[config.mk]
export PLATFORM = sky130hd
export DESIGN_NAME = qmm_div
export DESIGN_NICKNAME = d
export VERILOG_FILES = /design/src/rtl/core/qmm_pkg.sv /design/src/rtl/core/qmm_div.sv
export SDC_FILE = /design/constraint.sdc
export NUM_CORES = 2
export LEC_CHECK = 0
export BUFFER_PORTS_ARGS = -buffer_cell sky130_fd_sc_hd__clkbuf_2
export CORE_MARGIN = 2
export CORE_UTILIZATION = 45
export CTS_CLUSTER_DIAMETER = 60
export DETAILED_ROUTE_END_ITERATION = 12
export GPL_ROUTABILITY_DRIVEN = 0
export PLACE_DENSITY = 0.72
export SLEW_MARGIN = 20
export SYNTH_ARGS = -nofsm -noshare
export SYNTH_HDL_FRONTEND = slang
export SYNTH_SLANG_ARGS = --single-unit
[constraint.sdc]
create_clock -name clk -period 6.5 [get_ports clk]
set_input_delay 1.3 -clock clk [delete_from_list [all_inputs] [get_ports clk]]
set_output_delay 1.3 -clock clk [all_outputs]
set_load 0.01 [all_outputs]
[src/rtl/core/qmm_pkg.sv]
`default_nettype none
// ----------------------------------------------------------------------------
// qmm_pkg
// Shared widths, limits, codes and the configuration record of the quad
// motor mixer.
// ----------------------------------------------------------------------------
package qmm_pkg;

	localparam int TW    = 24;
	localparam int XW    = 27;
	localparam int QW    = 16;
	localparam int DVD_W = 40;
	localparam int DVS_W = 28;

	localparam logic signed [XW-1:0] LOW_LIM  = 27'sd50944;
	localparam logic signed [XW-1:0] HIGH_LIM = 27'sd511744;
	localparam logic [14:0]          W_MIN    = 15'd13107;
	localparam logic [14:0]          W_MAX    = 15'd19661;
	localparam logic [10:0]          CNT_MAX  = 11'd1999;

	typedef enum logic [2:0] {
		MODE_PLAIN  = 3'd0,
		MODE_THR_DN = 3'd1,
		MODE_ATT_DN = 3'd2,
		MODE_THR_UP = 3'd3,
		MODE_ATT_UP = 3'd4,
		MODE_BOTH   = 3'd5
	} mode_t;

	typedef enum logic [2:0] {
		REG_THR_GAIN = 3'd0,
		REG_THR_OFF  = 3'd1,
		REG_ROLL_GAIN = 3'd2,
		REG_ROLL_OFF = 3'd3,
		REG_PITCH_GAIN = 3'd4,
		REG_PITCH_OFF = 3'd5,
		REG_YAW_GAIN = 3'd6,
		REG_YAW_OFF  = 3'd7
	} reg_idx_t;

	typedef struct packed {
		logic [11:0]        thr_gain;
		logic signed [11:0] thr_off;
		logic [11:0]        roll_gain;
		logic signed [11:0] roll_off;
		logic [11:0]        pitch_gain;
		logic signed [11:0] pitch_off;
		logic [11:0]        yaw_gain;
		logic signed [11:0] yaw_off;
	} cfg_t;

endpackage
`default_nettype wire

[src/rtl/core/qmm_div.sv]
`default_nettype none
// ----------------------------------------------------------------------------
// qmm_div
// Pipelined unsigned restoring divider, one quotient bit per stage, with an
// overflow flag for quotients that do not fit and a nonzero-remainder flag.
// ----------------------------------------------------------------------------
module qmm_div (
	input  logic                       clk,
	input  logic [qmm_pkg::QW:0]       en,
	input  logic [qmm_pkg::DVD_W-1:0]  dvd,
	input  logic [qmm_pkg::DVS_W-1:0]  dvs,
	output logic [qmm_pkg::QW-1:0]     quo,
	output logic                       rem_nz,
	output logic                       ovf
);
	import qmm_pkg::*;

	logic [DVS_W-1:0] rem_s [QW+1];
	logic [QW-1:0]    lo_s  [QW+1];
	logic [QW-1:0]    quo_s [QW+1];
	logic [DVS_W-1:0] dvs_s [QW+1];
	logic             ovf_s [QW+1];

	// quotient fits only if the high part is below the divisor
	always_ff @(posedge clk) begin
		if (en[0]) begin
			ovf_s[0] <= DVS_W'(dvd[DVD_W-1:QW]) >= dvs;
			rem_s[0] <= DVS_W'(dvd[DVD_W-1:QW]);
			lo_s[0]  <= dvd[QW-1:0];
			quo_s[0] <= '0;
			dvs_s[0] <= dvs;
		end
	end

	for (genvar i = 1; i <= QW; i++) begin : g_step
		logic [DVS_W:0] trial;
		logic [DVS_W:0] diff;
		logic           ge;

		assign trial = {rem_s[i-1], lo_s[i-1][QW-1]};
		assign diff  = trial - {1'b0, dvs_s[i-1]};
		assign ge    = trial >= {1'b0, dvs_s[i-1]};

		always_ff @(posedge clk) begin
			if (en[i]) begin
				rem_s[i] <= ge ? diff[DVS_W-1:0] : trial[DVS_W-1:0];
				lo_s[i]  <= {lo_s[i-1][QW-2:0], 1'b0};
				quo_s[i] <= {quo_s[i-1][QW-2:0], ge};
				dvs_s[i] <= dvs_s[i-1];
				ovf_s[i] <= ovf_s[i-1];
			end
		end
	end

	assign quo    = quo_s[QW];
	assign rem_nz = |rem_s[QW];
	assign ovf    = ovf_s[QW];

endmodule
`default_nettype wire

-- Word-level counts from Yosys, hierarchy flattened
Memories as Yosys holds them, arrays and structs flattened.
Cells that the tools add are included.
- output and inout port bits: 18
- input bits: 86
- memory bits (writable): 1513
- word-level logic and storage cells: 89
- register bits: 0
- memories kept: 5
- reductions and logical operators: 1
- multiplexer cells: 50
- order comparisons: 17
- $add $sub $neg: 16
- memories (name ; depth ; bits a word ; rd ports ; clocked after memory_dff ; wr ports ; RTL line ; source):
    dvs_s ; 17 ; 28 ; 16 ; 0 ; 17 ; qmm_div.sv:21 ; logic [DVS_W-1:0] dvs_s [QW+1];
    rem_s ; 17 ; 28 ; 17 ; 0 ; 17 ; qmm_div.sv:18 ; logic [DVS_W-1:0] rem_s [QW+1];
    lo_s ; 17 ; 16 ; 16 ; 0 ; 17 ; qmm_div.sv:19 ; logic [QW-1:0] lo_s [QW+1];
    quo_s ; 17 ; 16 ; 17 ; 0 ; 17 ; qmm_div.sv:20 ; logic [QW-1:0] quo_s [QW+1];
    ovf_s ; 17 ; 1 ; 17 ; 0 ; 17 ; qmm_div.sv:22 ; logic ovf_s [QW+1];
- operators with widths (kind ; number):
    greater-or-equal comparator 29 x 28 -> 1 bit ; 16
    2-to-1 mux 28 bit ; 16
    subtractor 28 bit ; 16
    2-to-1 mux 1 bit ; 34
    greater-or-equal comparator 24 x 28 -> 1 bit ; 1
    OR reduction 28 bit ; 1

-- Longest topological paths before layout
- depth in word-level cells: 2
- mapped depth: 15
- gate-level depth less buffers: 14

-- Worst setup path after synthesis
No wires, ideal clock.
- kind: register -> register
- start: memory rem_s[7][11]
- end: memory rem_s[8][10] (data pin)
- buffers on the path: 2
- arrival: 2.838 ns
- setup time: 0.260 ns
- data required time: 6.240 ns
- cell stages (with the launch flop): 12
- slack: 3.402 ns
- period minus slack after synthesis: 3.098 ns
- cell sequence: edfxtp_1 > ha_1 > buf_2 > nand3_2 > or3_4 > nor4_2 > a21oi_1 > and3_4 > a32o_1 > a211oi_2 > buf_6 > mux2_4
- RTL lines (what ; RTL line):
    start: declaration ; qmm_div.sv:18

==> out/qor.csv <==
stage,metric,value,unit
worst_setup_path,rr_endpoint,rem_s[13][4],
detailed_routing,routed-via-count,42000,
min_path,holdCritStartpoint,quo_s[15][0],
sta,hold_viol,0,
cts,cts.repair_timing.setup_buffer_count,0,
worst_setup_path,critPathCapture,rem_s[13][4],
layout,layout.core_utilization,50.32,%
detailed_routing,routed_wire_length_per_instance,17.08,microns
synthesis,synth.distinct_cells,98,
worst_setup_path,path_max_fanout,35,
detailed_routing,drt_wl_total,132100,microns
cts,tritoncts,done,
synthesis,yosys-top-cells-area,"edfxtp_1 56%, ha_1 9.0%, a21oi_1 3.6%",
worst_setup_path,rr_startpoint,rem_s[12][6],
sta,finalWorstPathRequiredPeriod,4220,ps
worst_setup_path,timing.critical_path.from_type,register,
run,max-cap-violations,0,
synthesis,synth_top_cell_by_area,edfxtp_1,
synthesis,ys_async_sr_fraction,0,%
worst_setup_path,reg2reg_depth,11,
cts,clkSlewWorstSetupHoldPaths,50,ps
status,status,finished with violations,
synthesis,synth.avg_cell_area,11.71,sq um
die,die_area,147800,sq um
worst_setup_path,setup.worst_path.start,rem_s[12][6],
place,portBuffers,103,
worst_setup_path,worst-setup-path-type,reg -> reg,
detailed_routing,drt_iter0_markers,2712,
global_route,grt_start_max_net_pins,74,
die,chipHeight,384.4,microns
die,fp.dieW,384.4,microns
synthesis,netlist_area,65130,sq um
synthesis,synth_enable_flop_cells,1209,
place,post_dp_cell_area,67790,sq um
layout,drive_gt1_share,9.398,%
sta,setup_slack,2280,ps
synthesis,synth_sequential_area_ratio,55.74,%
die,rows,139,
pwr,maximum_vdd_drop,0.2432,mV
cts,cts_htree_levels,4,
status,failed_checks,DRC,
cts,root_buffer,clkbuf_16,
layout,stdcell_area,72280,sq um
pwr,leakage,0.02941,uW
sta,fin_skew,34.37,ps
synthesis,mappedNetlistNets,6133,
global_route,grt_overflow_total,0,
sta,tightestPinTransition,1081,ps
detailed_routing,firstDrtPassIters,10,
worst_setup_path,cells_traversed_along_the_worst_timing_path,ha_1 -> nand4_1 -> nor3b_1 -> o211ai_1 -> o21ai_0 -> o221a_2 -> and4_1 -> nor3_1 -> o21ai_4 -> buf_4 -> mux2_2,
pwr,power_per_cell_area,470.7,nW/um^2
synthesis,ys_seq_elements,1209,
global_route,grt_first_pass_wirelength,212700,microns
cts,insertion_delay,780,ps
layout,filler_cell_count,12230,
die,core_area,143700,sq um
place,post-place-ws,2471,ps
die,initial_utilization,45.34,%
global_route,grt_pass1_vias,42520,
sta,timing_max_transition_violations_final,0,
pwr,totalPowerFinal,34020,uW
sta,timing.fmax,237.0,MHz
synthesis,synth-warning-count,0,
sta,final.setup.tns,0,ps
min_path,hold_class,reg -> reg,
global_route,initial_antenna_violation_count,1,
sta,worst_slew_margin_rel,27.05,%
worst_setup_path,max_stage_delay,760,ps
global_route,grt_total_usage,17.93,%
synthesis,synthFlopType,edfxtp_1,
cts,cts_inserted_buffers,138,
synthesis,synth_common_cells,"1209 x edfxtp_1, 577 x inv_1, 475 x a21oi_1",
layout,areaGrowthSynthToFinish,10.98,%
detailed_routing,drtAntennaViolNets,0,
detailed_routing,drt_drc_violations_left,4,
worst_setup_path,timing.critical_path.arrival,4740,ps
worst_setup_path,cp.required,7020,ps
synthesis,yosysTopAreaCellShare,55.74,%
sta,rsz0062_at_grt,no,
synthesis,synth.most_common_cell,edfxtp_1,
cts,holdBufCountCts,0,
worst_setup_path,cp_slowest_cell,o21ai_4,
sta,timing.final.crit_share,64.93,%
layout,final_nets,6295,
worst_setup_path,setup.reg_to_reg.worst_slack,2280,ps
detailed_routing,drt-vias-per-instance,5.429,
cts,clock_sink_count,1209,
worst_setup_path,cp-end-kind,register,
cts,clockBufferDepth,3,
cts,ctsResizeCount,0,
place,dpl.hpwl,101100,microns
sta,setup_viol,0,
synthesis,syn-instance-count,5562,
die,design.portCount,104,
## metrics by stage
stage               instances  hold WS [ps]
floorplan                5562         400.3
global placement         7487         400.9
detailed placement       7487         404.5
CTS                      7734         403.3
global route             7734         414.1
finish                   7735         400.8
## kinds of logic after synthesis
family	after synthesis	synth area share, %
adders and majority gates	485	9.501
muxes	150	2.730
and+or+nand+nor	1212	8.890
DFF	1209	55.74
AOI/OAI and AO/OA	1437	13.87
xor gates and xnor gates	377	5.070
buffers and inverters	692	4.199
## state kept, by name, indices dropped and copies added, names as in the netlist
name,count
rem_s,472
dvs_s,448
lo_s,136
quo_s,136
ovf_s,17
## worst max-delay path, delay by kind of cell (launching register included)
kind / cells / cell delay, ps
AND/OR/NAND/NOR: 4 / 810
flip-flops: 1 / 420
multiplexers: 1 / 360
buffers and inverters: 1 / 330
adder cells (fa/ha/maj): 1 / 400
AO/OA/AOI/OAI: 4 / 1620
## report_power, final
group,switching (uW),internal [uW]
clock network,3120,4470
logic,7890,6300
registers,1020,11200
total,12000,22000
## layer usage
layer / vias to the layer above / track usage [%] / wire (microns)
li1: 20750 / - / -
met2: 1015 / 34.36 / 70530
met3: 382 / 2.922 / 4936
met5: - / 0 / 0
met4: 0 / 9.910 / 7252
met1: 19840 / 18.35 / 49420
## cell type report
class	count	area [sq um]	area share [%]
Antenna cell	1	2.502	0.003462
Sequential cell	1209	36300	50.23
Timing Repair Buffer	136	780.7	1.080
Multi-Input combinational cell	3661	26160	36.19
Clock inverter	84	855.8	1.184
Clock buffer	163	3632	5.025
Inverter	578	2170	3.002
Tap cell	1903	2381	3.294
## cell usage in the layout (no fill, tap or decap), types with 68 or more instances in the layout
cell type  instances
nor3_1            68
a21oi_1          475
nand2_1          346
edfxtp_1        1209
xor2_1           149
mux2_2           108
o21ai_0          309
inv_1            577
xnor2_1          228
nor2_1           349
clkbuf_16        142
nand3_1           74
a21o_1           225
clkbuf_2          87
ha_1             469
## worst min path at each step
stage              endpoint  slack [ps]  cells past startpoint
6_report       quo_s[16][1]         400                      0
4_1_cts        quo_s[16][1]         400                      0
3_3_place_gp   lo_s[0][222]         400                      0
5_1_grt        lo_s[0][206]         410                      0
2_1_floorplan  lo_s[0][102]         400                      0
3_5_place_dp   lo_s[0][156]         400                      0
Power figures use the tool's default switching activity.
