<file path="config.mk">
export PLATFORM = sky130hd
export DESIGN_NAME = qmm_regs
export DESIGN_NICKNAME = d
export VERILOG_FILES = /design/src/rtl/core/qmm_pkg.sv /design/src/rtl/core/qmm_regs.sv
export SDC_FILE = /design/constraint.sdc
export NUM_CORES = 1
export LEC_CHECK = 0
export ABC_AREA = 1
export BUFFER_PORTS_ARGS = -buffer_cell sky130_fd_sc_hd__buf_2
export CORE_MARGIN = 2
export CORE_UTILIZATION = 55
export CTS_BUF_LIST = sky130_fd_sc_hd__clkbuf_16
export DETAILED_ROUTE_END_ITERATION = 8
export GPL_TIMING_DRIVEN = 0
export PLACE_DENSITY = 0.86
export SYNTH_ARGS = -nofsm -noshare
export SYNTH_HDL_FRONTEND = slang
export SYNTH_SLANG_ARGS = --single-unit
export TNS_END_PERCENT = 100
</file>
<file path="constraint.sdc">
create_clock -name clk -period 2.3 [get_ports clk]
set_input_delay 0.115 -clock clk [delete_from_list [all_inputs] [get_ports clk]]
set_output_delay 0.115 -clock clk [all_outputs]
set_load 0.005 [all_outputs]
</file>
<file path="src/rtl/core/qmm_pkg.sv">
`default_nettype none
// ----------------------------------------------------------------------------
// qmm_pkg
// Shared widths, limits, codes and the configuration record of the quad
// motor mixer.
// ----------------------------------------------------------------------------
package qmm_pkg;

	localparam int TW    = 24;
	localparam int XW    = 27;
	localparam int QW    = 16;
	localparam int DVD_W = 40;
	localparam int DVS_W = 28;

	localparam logic signed [XW-1:0] LOW_LIM  = 27'sd50944;
	localparam logic signed [XW-1:0] HIGH_LIM = 27'sd511744;
	localparam logic [14:0]          W_MIN    = 15'd13107;
	localparam logic [14:0]          W_MAX    = 15'd19661;
	localparam logic [10:0]          CNT_MAX  = 11'd1999;

	typedef enum logic [2:0] {
		MODE_PLAIN  = 3'd0,
		MODE_THR_DN = 3'd1,
		MODE_ATT_DN = 3'd2,
		MODE_THR_UP = 3'd3,
		MODE_ATT_UP = 3'd4,
		MODE_BOTH   = 3'd5
	} mode_t;

	typedef enum logic [2:0] {
		REG_THR_GAIN = 3'd0,
		REG_THR_OFF  = 3'd1,
		REG_ROLL_GAIN = 3'd2,
		REG_ROLL_OFF = 3'd3,
		REG_PITCH_GAIN = 3'd4,
		REG_PITCH_OFF = 3'd5,
		REG_YAW_GAIN = 3'd6,
		REG_YAW_OFF  = 3'd7
	} reg_idx_t;

	typedef struct packed {
		logic [11:0]        thr_gain;
		logic signed [11:0] thr_off;
		logic [11:0]        roll_gain;
		logic signed [11:0] roll_off;
		logic [11:0]        pitch_gain;
		logic signed [11:0] pitch_off;
		logic [11:0]        yaw_gain;
		logic signed [11:0] yaw_off;
	} cfg_t;

endpackage
`default_nettype wire

</file>
<file path="src/rtl/core/qmm_regs.sv">
`default_nettype none
// ----------------------------------------------------------------------------
// qmm_regs
// Register bank for gains and offsets behind a simple APB slave.
// ----------------------------------------------------------------------------
module qmm_regs (
	input  logic           clk,
	input  logic           arst_n,
	input  logic           psel,
	input  logic           penable,
	input  logic           pwrite,
	input  logic [4:0]     paddr,
	input  logic [31:0]    pwdata,
	output logic [31:0]    prdata,
	output logic           pready,
	output qmm_pkg::cfg_t  cfg
);
	import qmm_pkg::*;

	cfg_t     cfg_q;
	reg_idx_t idx;
	logic     wr;

	assign idx    = reg_idx_t'(paddr[4:2]);
	assign wr     = psel & penable & pwrite;
	assign pready = 1'b1;
	assign cfg    = cfg_q;

	always_ff @(posedge clk or negedge arst_n) begin
		if (!arst_n) begin
			cfg_q.thr_gain   <= 12'd2000;
			cfg_q.thr_off    <= -12'sd160;
			cfg_q.roll_gain  <= 12'd1000;
			cfg_q.roll_off   <= 12'sd0;
			cfg_q.pitch_gain <= 12'd1000;
			cfg_q.pitch_off  <= 12'sd0;
			cfg_q.yaw_gain   <= 12'd1000;
			cfg_q.yaw_off    <= 12'sd0;
		end else if (wr) begin
			case (idx)
				REG_THR_GAIN:   cfg_q.thr_gain   <= pwdata[11:0];
				REG_THR_OFF:    cfg_q.thr_off    <= pwdata[11:0];
				REG_ROLL_GAIN:  cfg_q.roll_gain  <= pwdata[11:0];
				REG_ROLL_OFF:   cfg_q.roll_off   <= pwdata[11:0];
				REG_PITCH_GAIN: cfg_q.pitch_gain <= pwdata[11:0];
				REG_PITCH_OFF:  cfg_q.pitch_off  <= pwdata[11:0];
				REG_YAW_GAIN:   cfg_q.yaw_gain   <= pwdata[11:0];
				REG_YAW_OFF:    cfg_q.yaw_off    <= pwdata[11:0];
				default: begin
				end
			endcase
		end
	end

	always_comb begin
		case (idx)
			REG_THR_GAIN:   prdata = {20'd0, cfg_q.thr_gain};
			REG_THR_OFF:    prdata = {20'd0, cfg_q.thr_off};
			REG_ROLL_GAIN:  prdata = {20'd0, cfg_q.roll_gain};
			REG_ROLL_OFF:   prdata = {20'd0, cfg_q.roll_off};
			REG_PITCH_GAIN: prdata = {20'd0, cfg_q.pitch_gain};
			REG_PITCH_OFF:  prdata = {20'd0, cfg_q.pitch_off};
			REG_YAW_GAIN:   prdata = {20'd0, cfg_q.yaw_gain};
			REG_YAW_OFF:    prdata = {20'd0, cfg_q.yaw_off};
			default:        prdata = 32'd0;
		endcase
	end

endmodule
`default_nettype wire

</file>
### Word-level counts from Yosys, hierarchy flattened

Cells that the tools add are included.
Widths: inputs -> output; s select.

| storage, ports and cells | value |
|---|---|
| register bits | 96 |
| latch bits | 0 |
| RAM bits | 0 |
| ROM bits | 0 |
| bits of input ports | 42 |
| output and inout port bits | 129 |
| word-level logic and storage cells | 27 |
| memories kept | 0 |

| cells by class | value |
|---|---|
| $add $sub $neg | 0 |
| $mul | 0 |
| divide/modulo/power cells | 0 |
| order comparisons | 0 |
| eq/ne operators | 7 |
| shift-type cells | 0 |
| mux-type cells | 1 |
| bitwise operators | 2 |
| reductions and logical operators | 9 |

Operator list:

| cell | number |
|---|---|
| $pmux 32 s8 | 1 |
| $reduce_and 2->1 | 8 |
| $eq 3x3->1 const B | 4 |
| $eq 3x2->1 const B | 2 |
| $eq 3x1->1 const B | 1 |
| $logic_not 3->1 | 1 |
| $and 1x1->1 | 2 |

### Longest topological paths before layout

| depth | value |
|---|---|
| depth in word-level cells | 3 |
| gate-level depth with buffers | 7 |
| depth with buffers taken out | 5 |

### Worst setup path before layout

No wires, ideal clock.

| timing | value |
|---|---|
| path kind | input to output |
| start | input paddr[2] |
| end | output prdata[4] |
| arrival time | 0.960 ns |
| data required time | 2.185 ns |
| slack | 1.225 ns |
| stages | 7 |
| buffers on the path | 2 |
| path through | buf_4 -> inv_2 -> buf_1 -> nand4_1 -> nand2_1 -> nor2_1 -> nand3_1 |

| on the way | value |
|---|---|
| cells in the longest elaborated chain, start to end | 2 |
| elaborated cells between the ends (all ways) | 9 |
| those cells by class | 7 x eq/ne; 1 x mux; 1 x reduce/logical |

Ends and longest elaborated chain:

| item | RTL line | RTL |
|---|---|---|
| from (decl) | qmm_regs.sv:12 | `input logic [4:0] paddr,` |
| $eq 3x3->1 (tied with other cells) | qmm_regs.sv:56 | `case (idx)` |
| $pmux 32 s8 (*) | qmm_regs.sv:56 |  |
| to (decl) | qmm_regs.sv:14 | `output logic [31:0] prdata,` |

Mark *: on every way between the ends. The rest lies on a longest branch, timed or not. The select of a mux whose other input is x is not followed.

### Final worst setup path

| timing | value |
|---|---|
| start | register cfg_q (netlist bit cfg[34]) |
| end | output prdata[10] |

| on the way | value |
|---|---|
| cells in the longest elaborated chain, start to end | 1 |

Ends and longest elaborated chain:

| item | RTL line | RTL |
|---|---|---|
| from (decl) | qmm_regs.sv:20 | `cfg_t cfg_q;` |
| $pmux 32 s8 | qmm_regs.sv:56 |  |

Every way passes these cells. The select of a mux whose other input is x is not followed.

==> results_dict.tcl <==
set metrics [dict create \
    outcome "finished, final reports clean" \
    post-route-period-util_pct 67.97 \
    cp_max_fo 3 \
    tightest_slew_ns 0.6476 \
    route.final.wire_length_mm 15.95 \
    synth_xor_area_share_pct 0 \
    synthMuxAreaShare_pct 0 \
    grt_pass1_vias 4526 \
    avgRoutedWirePerCell_um 18.99 \
    reg2reg_from "cfg[17]" \
    antenna_found_initial 0 \
    ys_seq_area_share_pct 48.92 \
    syn_area_mm2 0.004987 \
    r2r.worst_path.cells 2 \
    nets 769 \
    maxCapViolations 0 \
    rsz0062_at_grt "no" \
    flow.area_growth_from_synthesis_pct 24.31 \
    place_congestion 0.9506 \
    ys_warn_count 0 \
    p_leak_uw 0.003203 \
    min_to "cfg[18]" \
    cts.sinks 96 \
    drv_slew 0 \
    num_vias 4970 \
    avgSynthCellArea_um2 8.827 \
    fin_setup_tns_ns 0 \
    crit_cells 5 \
    post_cts_resize_count 0 \
    cts_buffer_depth 2 \
    ff2ff_setup_slack_ns 1.50 \
    finalHoldViolations 0 \
    cp-end-kind "output port" \
    largest_reg_flops 96 \
    finalSetupViolations 0 \
    path_buf_inv 1 \
    die_w_um 99.23 \
    final.min_clock_period_ns 1.563 \
    max_stage_delay_ns 0.41 \
    synth_top_family_by_area "simple AND/OR/NAND/NOR gates" \
    drt-pass1-iter-count 7 \
    powerDensity_mw_per_mm2 835.1 \
    place_hpwl_mm 11.34 \
    core_area_mm2 0.008763 \
    worstSetupStartpointType "flop" \
    ys_ff_latch 96 \
    grt_usage_pct 32.52 \
    r2r-end "cfg[17]" \
    insertedDiodeCount 0 \
    crit_type "flop to output port" \
    die_h_um 99.23 \
    hold_class "input port to flop" \
    crit_family "simple AND/OR/NAND/NOR gates" \
    cts_inserted_buffers 9 \
    yosys.area_share.simple_pct 26.97 \
    grt_pass1_wl_mm 24.43 \
    clk_latency_ns 0.34 \
    critPathRequiredTime_ns 2.18 \
    worstPathArrival_ns 1.45 \
    ant_nets 0 \
    port_buffers 125 \
    fin_hold_ws_ns 0.0003764 \
    postCtsSetupRepairBufs 0 \
    num_io_pins 171 \
    cts.clk_slew.worst_paths_ns 0.07 \
    rows 34 \
    synth-compound-area-share_pct 12.95 \
    syn_inst 565 \
    fp.dieArea_mm2 0.009846 \
    whs_path_depth 3 \
    power_uw 5178 \
    htree_levels 3 \
    vdd_drop_max_uv 366.8 \
    gr-total-overflow 0 \
    cts_tree "built" \
    finClkSkew_ns 0 \
    clock.fmax_ghz 0.6396 \
    hold_start "pwdata[6]" \
    via_per_inst 5.917 \
    synthAdderAreaFrac_pct 0 \
    crit_chain "nand4_1, nand2_1, nor2_1, nand3_1, buf_2" \
    grt_max_degree 50 \
    yosys.cell_types.count 25 \
    slew-limit-headroom_pct 56.83 \
    initial_core_util_pct 56.91 \
    cts-root-buf "clkbuf_16" \
    ctsHoldBuffers 5 \
    drive_gt1_share_pct 40.16 \
    post-route-drc-count 0 \
    initialDrtViolationCount 476 \
    crit_path_top_delay_cell "dfrtp_1" \
]
synth_stat cells:
| master | number | share of area [%] |
|---|---|---|
| buf_4 | 30 | 4.5 |
| buf_6 | 11 | 2.5 |
| a21oi_1 | 16 | 1.6 |
| inv_4 | 1 | 0.13 |
| nor3_2 | 4 | 0.80 |
| inv_2 | 3 | 0.23 |
| conb_1 | 2 | 0.15 |
| nand2_2 | 10 | 1.3 |
| o21ai_2 | 36 | 6.3 |
| buf_1 | 3 | 0.23 |
| nor2_2 | 1 | 0.13 |
| dfstp_2 | 30 | 16 |
| a21oi_2 | 8 | 1.4 |
| dfrtp_1 | 66 | 33 |
| nor2_1 | 60 | 4.5 |
| nand2_1 | 116 | 8.7 |
| inv_1 | 24 | 1.8 |
| o21ai_1 | 36 | 3.6 |
| nand4_1 | 60 | 7.5 |
| nor3_4 | 1 | 0.33 |
| nor2_4 | 3 | 0.68 |
| buf_2 | 14 | 1.4 |
| nand3_2 | 3 | 0.60 |
| clkbuf_1 | 3 | 0.23 |
| nand3_1 | 24 | 2.4 |
area by class of cell:
type                    instances  area [um2]
multi-input cells             399        2069
repair buffers                132       715.7
clock buffers                   9       225.2
clock inverters                 7       65.06
fillers                       662        2564
inverters                      28       107.6
well taps                     108       135.1
flip-flops and latches         96        2440
plain buffers                  61       441.7
report_power, final:
part / switching [uW] / internal [uW] / total, uW
combinational: 703 / 575 / 1280
clock: 645 / 834 / 1480
sequential: 303 / 2120 / 2420
worst max path at each step:
stage                     startpoint         end  slack, ns
after floorplan             paddr[2]   prdata[4]       1.22
after global routing         cfg[29]   prdata[5]       0.72
final                        cfg[34]  prdata[10]       0.74
after detailed placement    paddr[4]   prdata[3]       0.87
after CTS                    cfg[34]  prdata[10]       0.78
after global placement        arst_n     cfg[70]       0.30
worst register-to-register path: cells and delay by family, from the launching register on:
family / cells / cell delay [ns]
flops: 1 / 0.53
compound gates: 1 / 0.15
buf+inv: 1 / 0.05
routing by layer:
| metal | routed length (um) | GRT usage, % |
|---|---|---|
| met5 | 0 | 0 |
| met4 | 740 | 16.75 |
| met3 | 1587 | 5.973 |
| met2 | 7451 | 49.32 |
| met1 | 6172 | 45.06 |
layout by cell type (no fill, tap or decap):
cell	instances
a21oi_1	16
a21oi_2	8
buf_1	3
buf_16	1
buf_2	138
buf_4	31
buf_6	11
bufinv_16	1
clkbuf_1	3
clkbuf_16	9
clkinv_1	1
clkinv_4	1
clkinvlp_4	2
conb_1	21
dfrtp_1	66
dfstp_2	30
dlygate4sd3_1	6
inv_1	26
inv_2	3
inv_4	1
nand2_1	116
nand2_2	10
nand3_1	24
nand3_2	3
nand4_1	60
nor2_1	60
nor2_2	1
nor2_4	3
nor3_2	4
nor3_4	1
o21ai_1	36
o21ai_2	36
logic make-up (layout without fill, tap and decap cells):
logic type,Yosys count,after routing
compound gates,96,96
simple gates,282,282
flops,96,96
other cells,2,21
buf+inv,89,237
metrics by stage:
stage / worst slack [ns] / instance area (um2) / cells / utilization (%)
floorplan: 1.225 / 5059 / 584 / -
global placement: 0.3030 / 5819 / 817 / 66.40
global route: 0.7206 / 6200 / 840 / 70.75
finish: 0.7366 / 6200 / 840 / 70.75
CTS: 0.7782 / 6190 / 839 / 70.63
detailed placement: 0.8672 / 5849 / 818 / 66.75
Note: power is estimated with default switching activity, not from simulation.
